--- src/rtl/pspl_pkg.sv ---
`default_nettype none

package pspl_pkg;

   localparam int NUM_CHANNELS = 4;
   localparam int ADDR_SLOTS   = 16;
   localparam int CH_W         = $clog2(NUM_CHANNELS);
   localparam int SLOT_W       = $clog2(ADDR_SLOTS);

   // item kinds
   localparam logic OP_WRITE = 1'b0;
   localparam logic OP_TICK  = 1'b1;

   // bus register offsets
   localparam logic [1:0] REG_CMD     = 2'd0;
   localparam logic [1:0] REG_ADDR_LO = 2'd1;
   localparam logic [1:0] REG_ADDR_HI = 2'd2;
   localparam logic [1:0] REG_READY   = 2'd3;

   // effect codes
   localparam logic [1:0] EFF_MUTE  = 2'd0;
   localparam logic [1:0] EFF_SEVEN = 2'd1;
   localparam logic [1:0] EFF_TWO   = 2'd2;
   localparam logic [1:0] EFF_FULL  = 2'd3;

   // x/10 as (x * 205) >> 11, exact below 1029
   localparam logic [7:0] RECIP_TEN   = 8'd205;
   localparam int         RECIP_SHIFT = 11;

   typedef struct packed {
      logic [15:0] a;
      logic [7:0]  b;
      logic [15:0] c;
   } mac_op_type;

   localparam int MAC_W = 24;

endpackage

`default_nettype wire

--- src/rtl/pspl_if.sv ---
`default_nettype none

interface pspl_req_if;
   logic       valid;
   logic       ready;
   logic       operation;
   logic [1:0] reg_offset;
   logic [7:0] write_data;
   logic [1:0] channel;
   logic [7:0] rom_data;

   modport source (output valid, operation, reg_offset, write_data, channel, rom_data,
                   input ready);
   modport sink   (input valid, operation, reg_offset, write_data, channel, rom_data,
                   output ready);
endinterface

interface pspl_rsp_if;
   logic              valid;
   logic              ready;
   logic signed [9:0] sample_value;
   logic [15:0]       fetch_address;
   logic              channel_active;

   modport source (output valid, sample_value, fetch_address, channel_active,
                   input ready);
   modport sink   (input valid, sample_value, fetch_address, channel_active,
                   output ready);
endinterface

`default_nettype wire

--- src/rtl/pspl_ram.sv ---
`default_nettype none

module pspl_ram #(
   parameter int WIDTH = 8,
   parameter int DEPTH = 16
) (
   input  wire logic                     clock,
   input  wire logic                     wr_en,
   input  wire logic [$clog2(DEPTH)-1:0] wr_addr,
   input  wire logic [WIDTH-1:0]         wr_data,
   input  wire logic                     rd_en,
   input  wire logic [$clog2(DEPTH)-1:0] rd_addr,
   output logic      [WIDTH-1:0]         rd_data_ff
);

   logic [WIDTH-1:0] mem_ff [DEPTH];

   always_ff @(posedge clock) begin
      if (wr_en) begin
         mem_ff[wr_addr] <= wr_data;
      end
      if (rd_en) begin
         rd_data_ff <= mem_ff[rd_addr];
      end
   end

endmodule

`default_nettype wire

--- src/rtl/pspl_mac.sv ---
`default_nettype none

module pspl_mac
   import pspl_pkg::*;
(
   input  wire logic             clock,
   input  wire mac_op_type       op,
   output logic      [MAC_W-1:0] result_ff
);

   logic [MAC_W-1:0] result_in;

   // a * b + c, registered
   assign result_in = (MAC_W'(op.a) * MAC_W'(op.b)) + MAC_W'(op.c);

   always_ff @(posedge clock) begin
      result_ff <= result_in;
   end

endmodule

`default_nettype wire

--- src/rtl/percussion_sample_player.sv ---
// a play command adds a load step before the result
// a tick on a playing channel runs divide, volume, position, end and compare steps
// throughput: one item at a time; shared multiply-add runs five passes per live tick
// a finished result waits in the output register; the next item is taken meanwhile
// reset: synchronous, active high; clears all channels to idle, selected slot and ready flag
`default_nettype none

module percussion_sample_player
   import pspl_pkg::*;
(
   input  wire logic  clock,
   input  wire logic  reset,
   pspl_req_if.sink   req_ch,
   pspl_rsp_if.source rsp_ch
);

   // sequencer states
   localparam logic [3:0] ST_IDLE   = 4'd0;
   localparam logic [3:0] ST_DECODE = 4'd1;
   localparam logic [3:0] ST_LOAD   = 4'd2;
   localparam logic [3:0] ST_DIV    = 4'd3;
   localparam logic [3:0] ST_VOL    = 4'd4;
   localparam logic [3:0] ST_POS    = 4'd5;
   localparam logic [3:0] ST_END    = 4'd6;
   localparam logic [3:0] ST_CMP    = 4'd7;
   localparam logic [3:0] ST_DONE   = 4'd8;

   logic [3:0] state_ff, state_in;

   // latched item
   logic            op_ff;
   logic [1:0]      off_ff;
   logic [7:0]      data_ff;
   logic [CH_W-1:0] ch_ff;
   logic [7:0]      rom_ff;

   // device state
   logic [SLOT_W-1:0] selected_ff;
   logic              ready_ff;
   logic [15:0]       pos_ff     [NUM_CHANNELS];
   logic              playing_ff [NUM_CHANNELS];
   logic [2:0]        pslot_ff   [NUM_CHANNELS];
   logic [1:0]        vol_ff     [NUM_CHANNELS];
   logic [1:0]        eff_ff     [NUM_CHANNELS];

   // working registers
   logic [15:0] end_base_ff;
   logic [9:0]  mag_ff;

   // output register
   logic              rsp_valid_ff;
   logic signed [9:0] rsp_sample_ff;
   logic [15:0]       rsp_addr_ff;
   logic              rsp_active_ff;

   // slot address store, split by byte so each half is written on its own
   logic              lo_wr, hi_wr, ram_rd;
   logic [SLOT_W-1:0] ram_rd_addr;
   logic [7:0]        lo_rd, hi_rd;

   // shared multiply-add
   mac_op_type       mac_op;
   logic [MAC_W-1:0] mac_res;

   logic [7:0]        rom_mag;
   logic [7:0]        eff_gain;
   logic [7:0]        scaled;
   logic              tick_live;
   logic              play_cmd;
   logic [CH_W-1:0]   play_ch;
   logic              out_free;
   logic [SLOT_W-1:0] next_slot;

   assign req_ch.ready = (state_ff == ST_IDLE);
   assign out_free     = !rsp_valid_ff || rsp_ch.ready;

   // magnitude of the signed rom byte, 0x80 gives 128
   assign rom_mag   = rom_ff[7] ? (~rom_ff + 8'd1) : rom_ff;
   assign tick_live = ready_ff && playing_ff[ch_ff];
   assign play_cmd  = (data_ff[7:6] != EFF_MUTE) && !data_ff[5];
   assign play_ch   = data_ff[4:3];
   assign next_slot = SLOT_W'({1'b0, pslot_ff[ch_ff]}) + SLOT_W'(1);

   // numerator for the divide by ten: 7 or 4 times the magnitude; 1 for full, 0 for mute
   always_comb begin
      case (eff_ff[ch_ff])
         EFF_SEVEN: eff_gain = 8'd7;
         EFF_TWO:   eff_gain = 8'd4;
         EFF_FULL:  eff_gain = 8'd1;
         default:   eff_gain = 8'd0;
      endcase
   end

   // full effect bypasses the reciprocal
   assign scaled = (eff_ff[ch_ff] == EFF_FULL) ? rom_mag
                                              : mac_res[RECIP_SHIFT +: 8];

   // ram control
   always_comb begin
      lo_wr       = 1'b0;
      hi_wr       = 1'b0;
      ram_rd      = 1'b0;
      ram_rd_addr = next_slot;
      if (state_ff == ST_DECODE) begin
         if (op_ff == OP_WRITE) begin
            lo_wr       = (off_ff == REG_ADDR_LO);
            hi_wr       = (off_ff == REG_ADDR_HI);
            ram_rd      = (off_ff == REG_CMD) && play_cmd;
            ram_rd_addr = data_ff[5:2];
         end else begin
            ram_rd = tick_live;
         end
      end
   end

   pspl_ram #(.WIDTH(8), .DEPTH(ADDR_SLOTS)) u_addr_lo (
      .clock      (clock),
      .wr_en      (lo_wr),
      .wr_addr    (selected_ff),
      .wr_data    (data_ff),
      .rd_en      (ram_rd),
      .rd_addr    (ram_rd_addr),
      .rd_data_ff (lo_rd)
   );

   pspl_ram #(.WIDTH(8), .DEPTH(ADDR_SLOTS)) u_addr_hi (
      .clock      (clock),
      .wr_en      (hi_wr),
      .wr_addr    (selected_ff),
      .wr_data    (data_ff),
      .rd_en      (ram_rd),
      .rd_addr    (ram_rd_addr),
      .rd_data_ff (hi_rd)
   );

   // operand select for each pass of the shared unit
   always_comb begin
      mac_op = '0;
      unique case (state_ff)
         ST_DECODE: begin
            mac_op.a = {8'd0, rom_mag};
            mac_op.b = eff_gain;
         end
         ST_DIV: begin
            mac_op.a = mac_res[15:0];
            mac_op.b = RECIP_TEN;
         end
         ST_VOL: begin
            mac_op.a = {8'd0, scaled};
            mac_op.b = 8'({1'b0, vol_ff[ch_ff]} + 3'd1);
         end
         ST_POS: begin
            // position plus one
            mac_op.a = pos_ff[ch_ff];
            mac_op.b = 8'd1;
            mac_op.c = 16'd1;
         end
         ST_END: begin
            // next slot start minus one, wrapping
            mac_op.a = end_base_ff;
            mac_op.b = 8'd1;
            mac_op.c = 16'hFFFF;
         end
         default: mac_op = '0;
      endcase
   end

   pspl_mac u_mac (
      .clock     (clock),
      .op        (mac_op),
      .result_ff (mac_res)
   );

   // sequencer
   always_comb begin
      state_in = state_ff;
      unique case (state_ff)
         ST_IDLE:   if (req_ch.valid) state_in = ST_DECODE;
         ST_DECODE: begin
            if (op_ff == OP_WRITE) begin
               state_in = ((off_ff == REG_CMD) && play_cmd) ? ST_LOAD : ST_DONE;
            end else begin
               state_in = tick_live ? ST_DIV : ST_DONE;
            end
         end
         ST_LOAD:   state_in = ST_DONE;
         ST_DIV:    state_in = ST_VOL;
         ST_VOL:    state_in = ST_POS;
         ST_POS:    state_in = ST_END;
         ST_END:    state_in = ST_CMP;
         ST_CMP:    state_in = ST_DONE;
         ST_DONE:   if (out_free) state_in = ST_IDLE;
         default:   state_in = ST_IDLE;
      endcase
   end

   always_ff @(posedge clock) begin
      if (reset) begin
         state_ff    <= ST_IDLE;
         selected_ff <= '0;
         ready_ff    <= 1'b0;
         for (int i = 0; i < NUM_CHANNELS; i++) begin
            playing_ff[i] <= 1'b0;
         end
      end else begin
         state_ff <= state_in;
         if (state_ff == ST_DECODE && op_ff == OP_WRITE) begin
            if (off_ff == REG_CMD) selected_ff <= data_ff[5:2];
            if (off_ff == REG_READY) ready_ff <= 1'b1;
         end
         if (state_ff == ST_LOAD) begin
            playing_ff[play_ch] <= 1'b1;
         end
         // stop once the advanced position reaches the end mark
         if (state_ff == ST_CMP && pos_ff[ch_ff] >= mac_res[15:0]) begin
            playing_ff[ch_ff] <= 1'b0;
         end
      end
   end

   // payload registers
   always_ff @(posedge clock) begin
      if (state_ff == ST_IDLE && req_ch.valid) begin
         op_ff   <= req_ch.operation;
         off_ff  <= req_ch.reg_offset;
         data_ff <= req_ch.write_data;
         ch_ff   <= req_ch.channel;
         rom_ff  <= req_ch.rom_data;
      end
      if (state_ff == ST_DECODE) mag_ff <= '0;
      if (state_ff == ST_LOAD) begin
         pos_ff[play_ch]   <= {hi_rd, lo_rd};
         pslot_ff[play_ch] <= data_ff[4:2];
         vol_ff[play_ch]   <= data_ff[1:0];
         eff_ff[play_ch]   <= data_ff[7:6];
      end
      if (state_ff == ST_DIV) end_base_ff <= {hi_rd, lo_rd};
      if (state_ff == ST_POS) mag_ff <= mac_res[9:0];
      if (state_ff == ST_END) pos_ff[ch_ff] <= mac_res[15:0];
   end

   // output register
   always_ff @(posedge clock) begin
      if (reset) begin
         rsp_valid_ff <= 1'b0;
      end else if (state_ff == ST_DONE && out_free) begin
         rsp_valid_ff <= 1'b1;
      end else if (rsp_ch.ready) begin
         rsp_valid_ff <= 1'b0;
      end
   end

   always_ff @(posedge clock) begin
      if (state_ff == ST_DONE && out_free) begin
         rsp_sample_ff <= rom_ff[7] ? -$signed(mag_ff) : $signed(mag_ff);
         rsp_addr_ff   <= pos_ff[ch_ff];
         rsp_active_ff <= playing_ff[ch_ff];
      end
   end

   assign rsp_ch.valid          = rsp_valid_ff;
   assign rsp_ch.sample_value   = rsp_sample_ff;
   assign rsp_ch.fetch_address  = rsp_addr_ff;
   assign rsp_ch.channel_active = rsp_active_ff;

   // a bus write never produces a sample
   a_write_silent: assert property (@(posedge clock) disable iff (reset)
      (state_ff == ST_DONE && op_ff == OP_WRITE) |-> (mag_ff == '0))
      else $error("bus write left a nonzero sample");

   // the ready flag only ever sets
   a_ready_sticky: assert property (@(posedge clock) disable iff (reset)
      !$fell(ready_ff))
      else $error("device ready flag cleared");

   // scaled magnitude stays within volume times full scale
   a_mag_bound: assert property (@(posedge clock) disable iff (reset)
      (state_ff == ST_DONE) |-> (mag_ff <= 10'd512))
      else $error("sample magnitude out of range");

   // a channel load follows a decoded item
   a_load_order: assert property (@(posedge clock) disable iff (reset)
      (state_ff == ST_LOAD) |-> ($past(state_ff) == ST_DECODE))
      else $error("channel load out of sequence");

endmodule

`default_nettype wire

--- src/flat_wrapper.sv ---
// flat-port wrapper written by rule: the top's interface ports become plain ports
module percussion_sample_player_flat import pspl_pkg::*;
  (clock, reset, req_ch_valid, req_ch_operation, req_ch_reg_offset, req_ch_write_data, req_ch_channel, req_ch_rom_data, req_ch_ready, rsp_ch_valid, rsp_ch_sample_value, rsp_ch_fetch_address, rsp_ch_channel_active, rsp_ch_ready);
  pspl_req_if req_ch_i ();
  pspl_rsp_if rsp_ch_i ();
  input  wire logic clock;
  input  wire logic reset;
  input wire logic [$bits(req_ch_i.valid)-1:0] req_ch_valid;
  input wire logic [$bits(req_ch_i.operation)-1:0] req_ch_operation;
  input wire logic [$bits(req_ch_i.reg_offset)-1:0] req_ch_reg_offset;
  input wire logic [$bits(req_ch_i.write_data)-1:0] req_ch_write_data;
  input wire logic [$bits(req_ch_i.channel)-1:0] req_ch_channel;
  input wire logic [$bits(req_ch_i.rom_data)-1:0] req_ch_rom_data;
  output wire logic [$bits(req_ch_i.ready)-1:0] req_ch_ready;
  output wire logic [$bits(rsp_ch_i.valid)-1:0] rsp_ch_valid;
  output wire logic [$bits(rsp_ch_i.sample_value)-1:0] rsp_ch_sample_value;
  output wire logic [$bits(rsp_ch_i.fetch_address)-1:0] rsp_ch_fetch_address;
  output wire logic [$bits(rsp_ch_i.channel_active)-1:0] rsp_ch_channel_active;
  input wire logic [$bits(rsp_ch_i.ready)-1:0] rsp_ch_ready;
  assign req_ch_i.valid = req_ch_valid;
  assign req_ch_i.operation = req_ch_operation;
  assign req_ch_i.reg_offset = req_ch_reg_offset;
  assign req_ch_i.write_data = req_ch_write_data;
  assign req_ch_i.channel = req_ch_channel;
  assign req_ch_i.rom_data = req_ch_rom_data;
  assign req_ch_ready = req_ch_i.ready;
  assign rsp_ch_valid = rsp_ch_i.valid;
  assign rsp_ch_sample_value = rsp_ch_i.sample_value;
  assign rsp_ch_fetch_address = rsp_ch_i.fetch_address;
  assign rsp_ch_channel_active = rsp_ch_i.channel_active;
  assign rsp_ch_i.ready = rsp_ch_ready;
  percussion_sample_player u_core (.clock(clock), .reset(reset), .req_ch(req_ch_i), .rsp_ch(rsp_ch_i));
endmodule
--- config.mk ---
export PLATFORM = sky130hd
export DESIGN_NAME = percussion_sample_player_flat
export DESIGN_NICKNAME = d
export VERILOG_FILES = /design/src/rtl/pspl_pkg.sv /design/src/rtl/pspl_if.sv /design/src/rtl/pspl_ram.sv /design/src/rtl/pspl_mac.sv /design/src/rtl/percussion_sample_player.sv /design/src/flat_wrapper.sv
export SDC_FILE = /design/constraint.sdc
export NUM_CORES = 1
export LEC_CHECK = 0
export ABC_AREA = 1
export ABC_CLOCK_PERIOD_IN_PS = 7000
export BUFFER_PORTS_ARGS = -buffer_cell sky130_fd_sc_hd__buf_2
export CAP_MARGIN = 10
export CORE_MARGIN = 2
export CORE_UTILIZATION = 55
export DETAILED_ROUTE_END_ITERATION = 16
export HOLD_SLACK_MARGIN = 0.1
export PLACE_DENSITY = 0.81
export SYNTH_ARGS = -nofsm -noshare
export SYNTH_HDL_FRONTEND = slang
export SYNTH_SLANG_ARGS = --single-unit
--- constraint.sdc ---
create_clock -name clock -period 7 [get_ports clock]
set_clock_uncertainty 0.05 [all_clocks]
set_input_delay 0 -clock clock [delete_from_list [all_inputs] [get_ports clock]]
set_output_delay 0 -clock clock [all_outputs]
set_load 0.05 [all_outputs]
After elaboration in Yosys (flattened, before gate mapping)
Memory sizes are Yosys's and may differ from the RTL's. A register that Yosys moved wholly into a read port is not among the register bits.
Index checks and enable logic that the tools add are counted.
Storage, ports and cells
  register bits: 103
  RAM bits: 352
  input bits: 25
  output and inout bits: 29
  memories: 7
Memories
  u_core.u_addr_hi.mem_ff: depth 16, width 8, read ports 1, clocked after memory_dff 1, write ports 1, RTL line pspl_ram.sv:16  | logic [WIDTH-1:0] mem_ff [DEPTH];
  u_core.u_addr_lo.mem_ff: depth 16, width 8, read ports 1, clocked after memory_dff 1, write ports 1, RTL line pspl_ram.sv:16
  u_core.pos_ff: depth 4, width 16, read ports 1, clocked after memory_dff 1, write ports 1, RTL line percussion_sample_player.sv:40  | logic [15:0] pos_ff [NUM_CHANNELS];
  u_core.pslot_ff: depth 4, width 3, read ports 1, clocked after memory_dff 1, write ports 1, RTL line percussion_sample_player.sv:42  | logic [2:0] pslot_ff [NUM_CHANNELS];
  u_core.eff_ff: depth 4, width 2, read ports 1, clocked after memory_dff 1, write ports 1, RTL line percussion_sample_player.sv:44  | logic [1:0] eff_ff [NUM_CHANNELS];
  u_core.vol_ff: depth 4, width 2, read ports 1, clocked after memory_dff 1, write ports 1, RTL line percussion_sample_player.sv:43  | logic [1:0] vol_ff [NUM_CHANNELS];
  +1 memories
Cells by class
  $add $sub $neg: 5
  multiply operators: 1
  $lt $le $gt $ge: 1
  eq/ne operators: 16
  muxes and demuxes: 53
  bitwise operators: 2
  reductions and logical operators: 22
Operators with widths (number)
  one-hot mux 24 bit (5 select lines): 1
  one-hot mux 16 bit (2 select lines): 1
  one-hot mux 4 bit (8 select lines): 1
  two-way mux 10 bit: 3
  two-way mux 1 bit: 28
  two-way mux 4 bit: 7
  adder 19 x 16 -> 19 bit: 1
  multiplier 16 x 8 -> 19 bit: 1
  == test 4 x 3 -> 1 bit (second input constant): 4
  >= comparator 16 bit: 1
  two-way mux 16 bit: 1
  two-way mux 2 bit: 8
  two-way mux 8 bit: 2
  OR reduction 16 bit: 1
  negation 10 bit: 1
  one-hot mux 3 bit (3 select lines): 1
  adder 8 x 1 -> 8 bit (second input constant): 1
  == test 2 bit (second input constant): 4
  == test 4 x 2 -> 1 bit (second input constant): 2
  NOT 8 bit: 1
  logical AND 1 bit: 7
  AND reduction 2 bit: 3
  nonzero test 2 bit: 3
  adder 3 x 1 -> 4 bit (second input constant): 1
  other kinds (13): 16

Longest topological paths before layout
  depth in word-level cells: 7
  gate-level depth with buffers: 32
  gate-level depth less buffers: 29

Cells and area by module
A second synthesis with hierarchy kept.
Unflattened totals
  cell total of the unflattened synthesis: 2625
  area total of the unflattened synthesis: 25440.6 um2
Modules (own cells, without submodules)
  pspl_ram: instances 2, cells each 551, area an instance 5846.9 um2
  percussion_sample_player: instances 1, cells each 734, area an instance 8207.9 um2
  pspl_mac: instances 1, cells each 789, area an instance 5539.1 um2

Least setup slack after synthesis
Ideal clock, no wire load.
  kind: register to register
  from: register with a tool-made name
  to: register u_core.u_mac.result_ff[16]
  library setup time: 0.127 ns
  arrival time: 5.454 ns
  slack: 1.370 ns
  cell stages (with the launch flop): 26
  buffers on the path: 3
  period minus slack after synthesis: 5.630 ns
  cell sequence: dfxtp_1 > buf_4 > clkbuf_1 > clkbuf_1 > nand2_1 > a32oi_1 > ha_1 > inv_1 > nand2_1 > inv_1 > a221o_1 > o21ai_0 > fa_1 > inv_1 > fa_1 > inv_1 > fa_1 > fa_1 > inv_1 > ha_1 > a21oi_1 > o21a_1 > nand2_1 > a21oi_1 > o21ai_0 > xor2_1
RTL lines
  end signal, assigned: RTL line pspl_mac.sv:17  | result_ff <= result_in;
  end, declared: RTL line pspl_mac.sv:8  | output logic [MAC_W-1:0] result_ff

==> impl.org <==
** Setup path
- Critical Path RT :: 7.41 ns
- Critical Path Sink Type :: flip-flop
- The critical path goes through inv_1 > o21ai_0 > o22ai_1 > ha_1 > inv_1 > nand2_1 > inv_1 > a221o_1 > o21ai_0 > fa_1 > inv_1 > fa_1 > inv_1 > fa_1 > fa_1 > inv_1 > ha_1 > a21oi_1 > o21a_1 > nand2_1 > a21oi_1 > o21ai_0 > xor2_1.
- The most numerous cell type found on the critical path is sky130_fd_sc_hd__inv_1.
- Top Family by Delay on Critical Path :: adder cells
- The worst register-to-register path has a depth of 23.
- Largest stage delay on the critical path :: 0.56 ns
- The largest individual stage delay along the critical path comes from the cell sky130_fd_sc_hd__fa_1.
- Setup Crit Path Kind :: reg -> reg
- Across all register-to-register paths, the minimum setup slack is 1.0 ns.
- CP bufs+invs :: 6
- Nature of the critical path startpoint :: flip-flop
- Top fanout value on the critical path :: 23
- Critical path depth in cells :: 23
- STA puts the critical path data arrival time at 6.41 ns.

** Global routing
- Wire length of the first global-routing pass :: 87100 um
- For this run, the total global-route usage over all layers was measured as 0.256.
- Pin count of the biggest net entering global routing :: 79
- The initial antenna violation count is 0.
- Global routing finished with a remaining overflow of 0.
- The number of global-route vias before repair came to 16100.

** Clock network
- TritonCTS built the clock tree.
- Clock-pin slew was measured on the worst setup and hold paths at 0.06 ns.
- Total CTS buffers :: 47
- The later pin in the worst-skew pair is clocked with a latency of 0.59 ns.
- The tree is rooted in a sky130_fd_sc_hd__clkbuf_16.
- Number of clock sinks :: 473
- Post-CTS repair changed the size of 0 cells.
- Largest buffer count on any clock path :: 3
- The H-tree generated during clock tree synthesis spans 2 levels.

** Cells and area
- At the end of the flow, the number of nets in the layout was 2418.
- Relative to the synthesized area, the layout overhead comes to 12.4%.
- Fraction of layout cells with a size suffix above 1 :: 0.0759
- Leaving out fill and tap cells, the most frequent cell in the layout is sky130_fd_sc_hd__edfxtp_1.
- Leaving out fill and tap cells, the most frequent cells in the layout are sky130_fd_sc_hd__edfxtp_1 (442), sky130_fd_sc_hd__nand2_1 (408), sky130_fd_sc_hd__inv_1 (300).
- Utilization of the core after routing :: 0.625
- Antenna diode instance count :: 0

** Synth
- Multiplexer fraction of the synthesized cell area :: 0
- In this run the cell area of the synthesized design comes to 23300 um2.
- Yosys printed 0 warnings.
- By area, the combinational part of the netlist is dominated by simple AND/OR/NAND/NOR gates.
- After synthesis the netlist holds a flip-flop and latch count of 473.
- Of the synthesized area, sequential elements account for 0.595.
- Xor and xnor area share after synthesis :: 0.0113
- Of the total synthesized cell area, the portion taken by full adders, half adders and majority gates is 0.0948.
- The compound-gate portion of the synthesized area was 0.0418.
- Post-Syn Area per Cell :: 10.8 um2
- Number of distinct library cell variants in the gate-level netlist after synthesis :: 52
- Synthesis produced 2165 cells.
- Post-Synth Simple-Gate Area :: 0.187
- Top cells by area in the synthesized netlist :: sky130_fd_sc_hd__edfxtp_1 (57%), sky130_fd_sc_hd__nand2_1 (6.6%), sky130_fd_sc_hd__fa_1 (5.6%), sky130_fd_sc_hd__nand3_1 (5.6%), sky130_fd_sc_hd__inv_1 (4.8%)
- Of the post-synthesis cell area, the dominant cell type holds 0.568.
- Leading area contributor after synthesis :: sky130_fd_sc_hd__edfxtp_1

** Placement
- Input and output buffers added on the ports amount to 53.
- Routability-driven placement finished with a final weighted congestion of 0.963.
- Detailed Place HPWL :: 35600 um

** Timing
- The count of final max-slew check failures came to 0.
- Total negative setup slack :: 0 ns
- For the pin with the worst max-slew slack, the measured transition is 1.15 ns.
- Unrepaired setup endpoints after global routing :: no
- Maximum clock frequency :: 167 MHz
- Worst max-slew margin expressed relative to the limit :: 0.236
- Fin crit period :: 6.00 ns
- Period utilization :: 0.857
- Number of hold violations in the final report :: 0
- Setup violations remaining at the end of the flow were counted as 0.

** Power and ir drop
- For this design the static power due to leakage is 0.0106 uW.
- The design draws 7420 uW.
- The worst-case IR drop observed on VDD is 0.225 mV.
- Total power density per cell area :: 283 nW/um2

** Floorplan
- In this run the standard cell core region covers 41900 um2.
- The floorplan step set the die height to 210 um.
- The initialized floorplan defines 75 standard-cell rows.
- Top-level I/O count :: 54
- Initial core utilization :: 0.557
- In this run the horizontal extent of the chip is 210 um.
- Die area :: 44100 um2

** Drt
- The pre-antenna-repair detailed-routing pass consisted of 6 iterations.
- The detailed router placed 16300 vias in this run.
- Dividing the detail-routed via count by the number of cells gives 5.74.
- Wire length per cell after detailed routing :: 19.7 um
- In this run the remaining antenna-violating nets after routing total 0.
- Wires add up to 55800 um.
- Initial DRC count :: 1682
- In the routed design, unresolved DRC markers number 0.

** Outcome
- The flow ran to the end, and the final reports show no timing, DRC or antenna violations.

** Flow run
- Reported max-cap violation count :: 0

** Hold path
- Classification of the worst-slack hold path :: in -> reg
- The worst hold path was traced through 4 stages.
[cells in the mapped netlist, drive strengths merged]
| cell type | number |
|---|---|
| a221o | 2 |
| a21o | 4 |
| nor3b | 1 |
| clkbuf | 24 |
| nor4 | 1 |
| o31ai | 1 |
| nand3 | 262 |
| edfxtp | 442 |
| a21boi | 1 |
| nor2 | 167 |
| a221oi | 8 |
| xnor2 | 7 |
| nor3 | 9 |
| ha | 73 |
| nand2 | 413 |
| o21a | 1 |
| o21ai | 77 |
| or2 | 4 |
| nand4 | 1 |
| a32oi | 1 |
| o21bai | 2 |
| conb | 1 |
| buf | 66 |
| and2 | 1 |
| a32o | 1 |
| fa | 65 |
| o22ai | 21 |
| o221ai | 1 |
| a31oi | 2 |
| and3 | 1 |
| inv | 304 |
| nand3b | 98 |
| clkinv | 3 |
| a211oi | 2 |
| a21oi | 38 |
| o211ai | 4 |
| o2111ai | 2 |
| xor2 | 23 |
| dfxtp | 31 |
[final timing paths]
| check | to | from |
|---|---|---|
| worst max register to register | u_core.u_mac.result_ff[16]$_DFF_P_ | flip-flop |
| worst max-delay path | u_core.u_mac.result_ff[16]$_DFF_P_ | flip-flop |
| worst min register to register | u_core.end_base_ff[3]$_DFFE_PN_ | u_core.u_addr_lo.rd_data_ff[3]$_DFFE_PP_ |
| worst min-delay path | flip-flop | req_ch_channel[0] |
[final cells by class]
class                      count  area, um2
timing repair buffer         124        933
clock buffer                  55       1210
sequential                   473      13900
multi-input combinational   1302       7900
inverter                     307       1150
clock inverter                32        477
fill                        3095      15700
tap                          539        674
[stage by stage]
step           cells  hold WS, ns  setup WS (ns)  cell area (um2)
6_report        2832        0.175          0.998            26200
3_5_place_dp    2698        0.128           1.02            24100
5_1_grt         2832        0.190          0.568            26200
3_3_place_gp    2698        0.127           1.28            24100
4_1_cts         2831        0.147           1.03            26200
2_1_floorplan   2172       0.0489           1.37            23400
[worst reg2reg max path, stage by stage, from the launching register on]
cell and delay, ns:
sky130_fd_sc_hd__dfxtp_1 0.31, sky130_fd_sc_hd__inv_1 0.52, sky130_fd_sc_hd__o21ai_0 0.21, sky130_fd_sc_hd__o22ai_1 0.24, sky130_fd_sc_hd__ha_1 0.22, sky130_fd_sc_hd__inv_1 0.04
sky130_fd_sc_hd__nand2_1 0.14, sky130_fd_sc_hd__inv_1 0.11, sky130_fd_sc_hd__a221o_1 0.33, sky130_fd_sc_hd__o21ai_0 0.24, sky130_fd_sc_hd__fa_1 0.45, sky130_fd_sc_hd__inv_1 0.08
sky130_fd_sc_hd__fa_1 0.41, sky130_fd_sc_hd__inv_1 0.09, sky130_fd_sc_hd__fa_1 0.46, sky130_fd_sc_hd__fa_1 0.56, sky130_fd_sc_hd__inv_1 0.05, sky130_fd_sc_hd__ha_1 0.38
sky130_fd_sc_hd__a21oi_1 0.19, sky130_fd_sc_hd__o21a_1 0.13, sky130_fd_sc_hd__nand2_1 0.12, sky130_fd_sc_hd__a21oi_1 0.27, sky130_fd_sc_hd__o21ai_0 0.14, sky130_fd_sc_hd__xor2_1 0.15
[power breakdown]
part / internal, uW / switching, uW / leakage, uW
combinational: 404 / 1040 / 0.00555
sequential: 3190 / 26.6 / 0.00425
clock: 1680 / 1080 / 0.000813
[state kept, by name, indices dropped and copies added (netlist names), 10 cells and up, named ones only]
register                     cells
u_core.u_addr_hi.mem_ff        128
u_core.rsp_ch.fetch_address     16
u_core.mag_ff                   10
u_core.pslot_ff                 12
u_core.rsp_ch.sample_value      10
u_core.pos_ff                   64
u_core.u_addr_lo.mem_ff        128
u_core.end_base_ff              16
u_core.u_mac.result_ff          19
[logic make-up (layout without fill, tap and decap cells)]
| group | count (synthesis) | after routing |
|---|---|---|
| xor+xnor | 30 | 30 |
| flops | 473 | 473 |
| fa+ha+maj | 138 | 138 |
| buf+inv | 397 | 518 |
| compound gates | 168 | 168 |
| simple gates | 958 | 958 |
| other cells | 1 | 8 |
[routing by layer]
metal	vias up	routed length, um	GRT usage
met5	-	0	0
met4	0	2260	0.110
met3	173	4780	0.0401
met2	848	27500	0.437
met1	7767	21200	0.326
li1	7463	-	-
[what timing repair did]
action	CTS	global route
setup buffers	0	0
hold endpoints to repair	54	0
hold buffers	46	0
Power figures use the tool's default switching activity.
